<file path="src/hdl/ppt_ram.sv">
// generic single-port ram with registered read
`timescale 1ns / 1ps
module ppt_ram #(
  parameter int WIDTH = 8,
  parameter int DEPTH = 16
) (
  input  logic                     clk,
  input  logic                     we,
  input  logic [$clog2(DEPTH)-1:0] addr,
  input  logic [WIDTH-1:0]         wdata,
  output logic [WIDTH-1:0]         rdata
);

  logic [WIDTH-1:0] mem [DEPTH];

  always_ff @(posedge clk) begin
    if (we) begin
      mem[addr] <= wdata;
    end
    rdata <= mem[addr];
  end

endmodule

</file>
<file path="config.mk">
export PLATFORM = sky130hd
export DESIGN_NAME = ppt_ram
export DESIGN_NICKNAME = d
export VERILOG_FILES = /design/src/hdl/ppt_ram.sv
export SDC_FILE = /design/constraint.sdc
export NUM_CORES = 1
export LEC_CHECK = 0
export BUFFER_PORTS_ARGS = -buffer_cell sky130_fd_sc_hd__clkbuf_2
export CAP_MARGIN = 30
export CORE_MARGIN = 2
export CORE_UTILIZATION = 40
export DETAILED_ROUTE_END_ITERATION = 7
export GPL_TIMING_DRIVEN = 0
export PLACE_DENSITY = 0.61
export SYNTH_ARGS = -nofsm -noshare
export SYNTH_HDL_FRONTEND = slang
export SYNTH_SLANG_ARGS = --single-unit
</file>
<file path="constraint.sdc">
create_clock -name clk -period 2.7 [get_ports clk]
set_input_delay 0.27 -clock clk [delete_from_list [all_inputs] [get_ports clk]]
set_output_delay 0.27 -clock clk [all_outputs]
set_load 0.02 [all_outputs]
</file>
Yosys cells after proc, flatten, opt, wreduce, memory -nomap -nowiden
Memories as Yosys holds them, arrays and structs flattened. A register that Yosys moved wholly into a read port is not among the register bits.
Cells that the tools add are included.
{"block": "word_totals", "memories": 1, "register_bits": 0, "ramBits": 128}
{"block": "classes", "muxes": 2}
{"name": "mem", "words": 16, "width": 8, "read_ports": 1, "rd_clocked_by_memory_dff": 1, "wr": 1, "line_no": "14", "text": "logic [WIDTH-1:0] mem [DEPTH];"}
{"op": "1-bit 2-to-1 mux", "count": 2}

Depth between registers and ports, before layout
{"block": "depth", "word_depth": 2, "mapped_depth": 5, "depth_no_buf": 3}

Least setup slack after synthesis
OpenSTA, ideal clock, no wires.
{"block": "synth_path", "path_type": "input to register", "from": "in addr[2]", "to": "mem mem[0][0] (enable)", "path_slack_ns": 0.937, "path_buffers": 0, "t_arrival_ns": 1.380, "path_stages": 2, "setup_time_ns": 0.383, "path_cell_list": "or3b_2 nor3_1"}
{"item": "start: declaration", "line_no": "9", "text": "input logic [$clog2(DEPTH)-1:0] addr,"}
{"item": "end: declaration", "line_no": "14"}
No word-level cell before the write port.

Worst setup path after layout
{"block": "layout_path", "from": "in addr[1]", "to": "mem mem[10][6] (enable)"}
No word-level cell before the write port.

==> impl_metrics.env <==
export IMPL_grt_pass1_vias=2431
export IMPL_clock_tree_htree_level_count=4
export IMPL_synth_top_area_share_pct=75.9
export IMPL_fp_row_count=41
export IMPL_yosys_warnings=0
export IMPL_root_buffer="clkbuf_16"
export IMPL_period_share_pct=71.2
export IMPL_via_count=2286
export IMPL_nets=286
export IMPL_worstMarginPinSlew_ns=0.900
export IMPL_cp_arrival_ns=1.96
export IMPL_start_kind="input pin"
export IMPL_synth_cell_type_count=18
export IMPL_start_util_pct=40.5
export IMPL_vias_per_cell=5.00
export IMPL_post_route_min_period_ns=1.92
export IMPL_hp_start="wdata[0]"
export IMPL_crit_start="addr[1]"
export IMPL_drive_above_1_share_pct=29.8
export IMPL_cts_sinks=136
export IMPL_cts_max_path_buffers=2
export IMPL_worstPathMaxFanout=10
export IMPL_end_kind="flop"
export IMPL_grt_overflow=0
export IMPL_syn_inst=230
export IMPL_required_ns=2.74
export IMPL_vdd_ir_drop_max_v=0.000414
export IMPL_finalMaxSlewViolations=0
export IMPL_post_cts_buffers=0
export IMPL_drt_first_pass_iters=4
export IMPL_area_growth_pct=17.5
export IMPL_hp_class="in -> reg"
export IMPL_place_congestion=0.741
export IMPL_cts_buffers=17
export IMPL_ios=22
export IMPL_final_common_cell="edfxtp_1"
export IMPL_timing_rr_start="mem[14][4]"
export IMPL_critical_path_class="in -> reg"
export IMPL_clk_latency_ns=0.42
export IMPL_outcome="completed"
export IMPL_maxCapViolCount=0
export IMPL_clk_pin_slew_ns=0.06
export IMPL_synth_largest_area_cell="edfxtp_1"
export IMPL_antenna_left=0
export IMPL_drt_iter0_markers=232
export IMPL_ys_seq_area_share_pct=79.0
export IMPL_die_y_um=117
export IMPL_hold_viol_final=0
export IMPL_setup_tns_ns=0
export IMPL_port_buffers=19
export IMPL_rsz0062_at_grt="false"
export IMPL_antenna_cells=0
export IMPL_multi_input_area_um2=1000
export IMPL_fmax_mhz=520
export IMPL_finalSetupViolations=0
export IMPL_power_density_nw_per_um2=799
export IMPL_avgRoutedWirePerCell_um=21.5
export IMPL_wirelength_um=9830
export IMPL_synth_seq_cells=136
export IMPL_drc_errors=0
export IMPL_cts_hold_fix_buffers=0
export IMPL_p_leak_nw=1.92
export IMPL_die_x_um=117
export IMPL_grt_max_degree=17
export IMPL_regArea_um2=4000
export IMPL_grt_pass1_wl_um=14800
export IMPL_fin_hold_ws_ns=0.317
export IMPL_fin_skew_ns=0.00904
export IMPL_syn_area_um2=5070
export IMPL_hpwlAfterDp_um=6300
export IMPL_slew_headroom_pct=39.8
export IMPL_grt_usage_pct=16.3
export IMPL_cts_resized=0
export IMPL_antenna_found_initial=0
export IMPL_ys_top_cells_by_area="edfxtp_1 (76%), mux4_2 (14%), dfxtp_1 (3.2%), a22oi_1 (2.4%), nor2_1 (0.96%)"
export IMPL_core_um2=12500
export IMPL_synth_nets=244
export IMPL_tritoncts="done"
export IMPL_fillers=1060
export IMPL_avgSynthCellArea_um2=22.0
export IMPL_die_area_um2=13600
export IMPL_final_cell_mix="edfxtp_1 (128), mux4_2 (32), clkbuf_2 (20), clkbuf_16 (17), a22oi_1 (16)"
-- per-stage QoR --
| stage | instances | utilization, % | total power (W) | worst slack (ns) | area [um^2] |
|---|---|---|---|---|---|
| 3_3_place_gp | 421 | 43.0 | 0.00265 | 0.278 | 5380 |
| 3_5_place_dp | 425 | 43.2 | 0.00266 | 0.341 | 5410 |
| 4_1_cts | 457 | 47.6 | 0.00479 | 0.787 | 5950 |
| 6_report | 457 | 47.6 | 0.00475 | 0.777 | 5950 |
| 5_1_grt | 457 | 47.6 | 0.00490 | 0.654 | 5950 |
| 2_1_floorplan | 230 | - | 0.00255 | 0.937 | 5070 |
-- metal layers --
metal | up-vias | global-route usage [%] | part of all wire (%)
met1 | 1163 | 22.3 | 45
met5 | - | 0 | 0
met2 | 59 | 24.4 | 47
met4 | 0 | 6.20 | 1.7
met3 | 17 | 5.50 | 5.7
li1 | 1047 | - | -
-- synthesized netlist by cell type --
cell and instances:
a22oi_1 16, nand3b_1 2, or3b_2 1, clkbuf_2 1
edfxtp_1 128, clkbuf_1 2, and2_1 1, nand3_1 1
nor2b_1 2, nand2b_1 2, buf_2 2, nor2_1 13
buf_6 2, dfxtp_1 8, nor3_1 4, mux4_2 32
buf_1 4, nand2_1 9
-- sequential cells by signal (all words and copies together), names as in the netlist --
| signal | flops |
|---|---|
| mem | 128 |
| rdata | 8 |
-- power breakdown --
| part | internal (W) | switching (W) | total [W] |
|---|---|---|---|
| clock | 0.00134 | 0.000803 | 0.00215 |
| sequential | 0.00236 | 0.0000111 | 0.00237 |
| combinational | 0.0000898 | 0.000146 | 0.000236 |
| total | 0.00379 | 0.000960 | 0.00475 |
-- area by class of cell --
type	count	share of cell area, %
repair buffers	23	2.06
clock inverters	10	1.74
plain buffers	11	1.01
well taps	172	3.61
multi-input cells	83	16.9
flip-flops and latches	136	67.3
clock buffers	22	7.46
-- worst max-delay path, cell delays in order --
cell and delay (ns):
buf_2 0.28, buf_1 0.44, nand2b_1 0.23, nor2_1 0.73
-- cells by family after synthesis --
kind of cell	Yosys count	synth area share [%]
mux	32	14.2
simple gates	35	3.21
compound gates	16	2.37
buf+inv	11	1.19
flops	136	79.0
-- final timing paths --
check	to	cells after the start	slack, ns
worst max register to register	rdata[4]	3	1.32
worst min-delay path	mem[15][0]	1	0.32
worst min register to register	rdata[5]	3	0.69
worst max-delay path	mem[10][6]	4	0.78
Power figures use the tool's default switching activity.
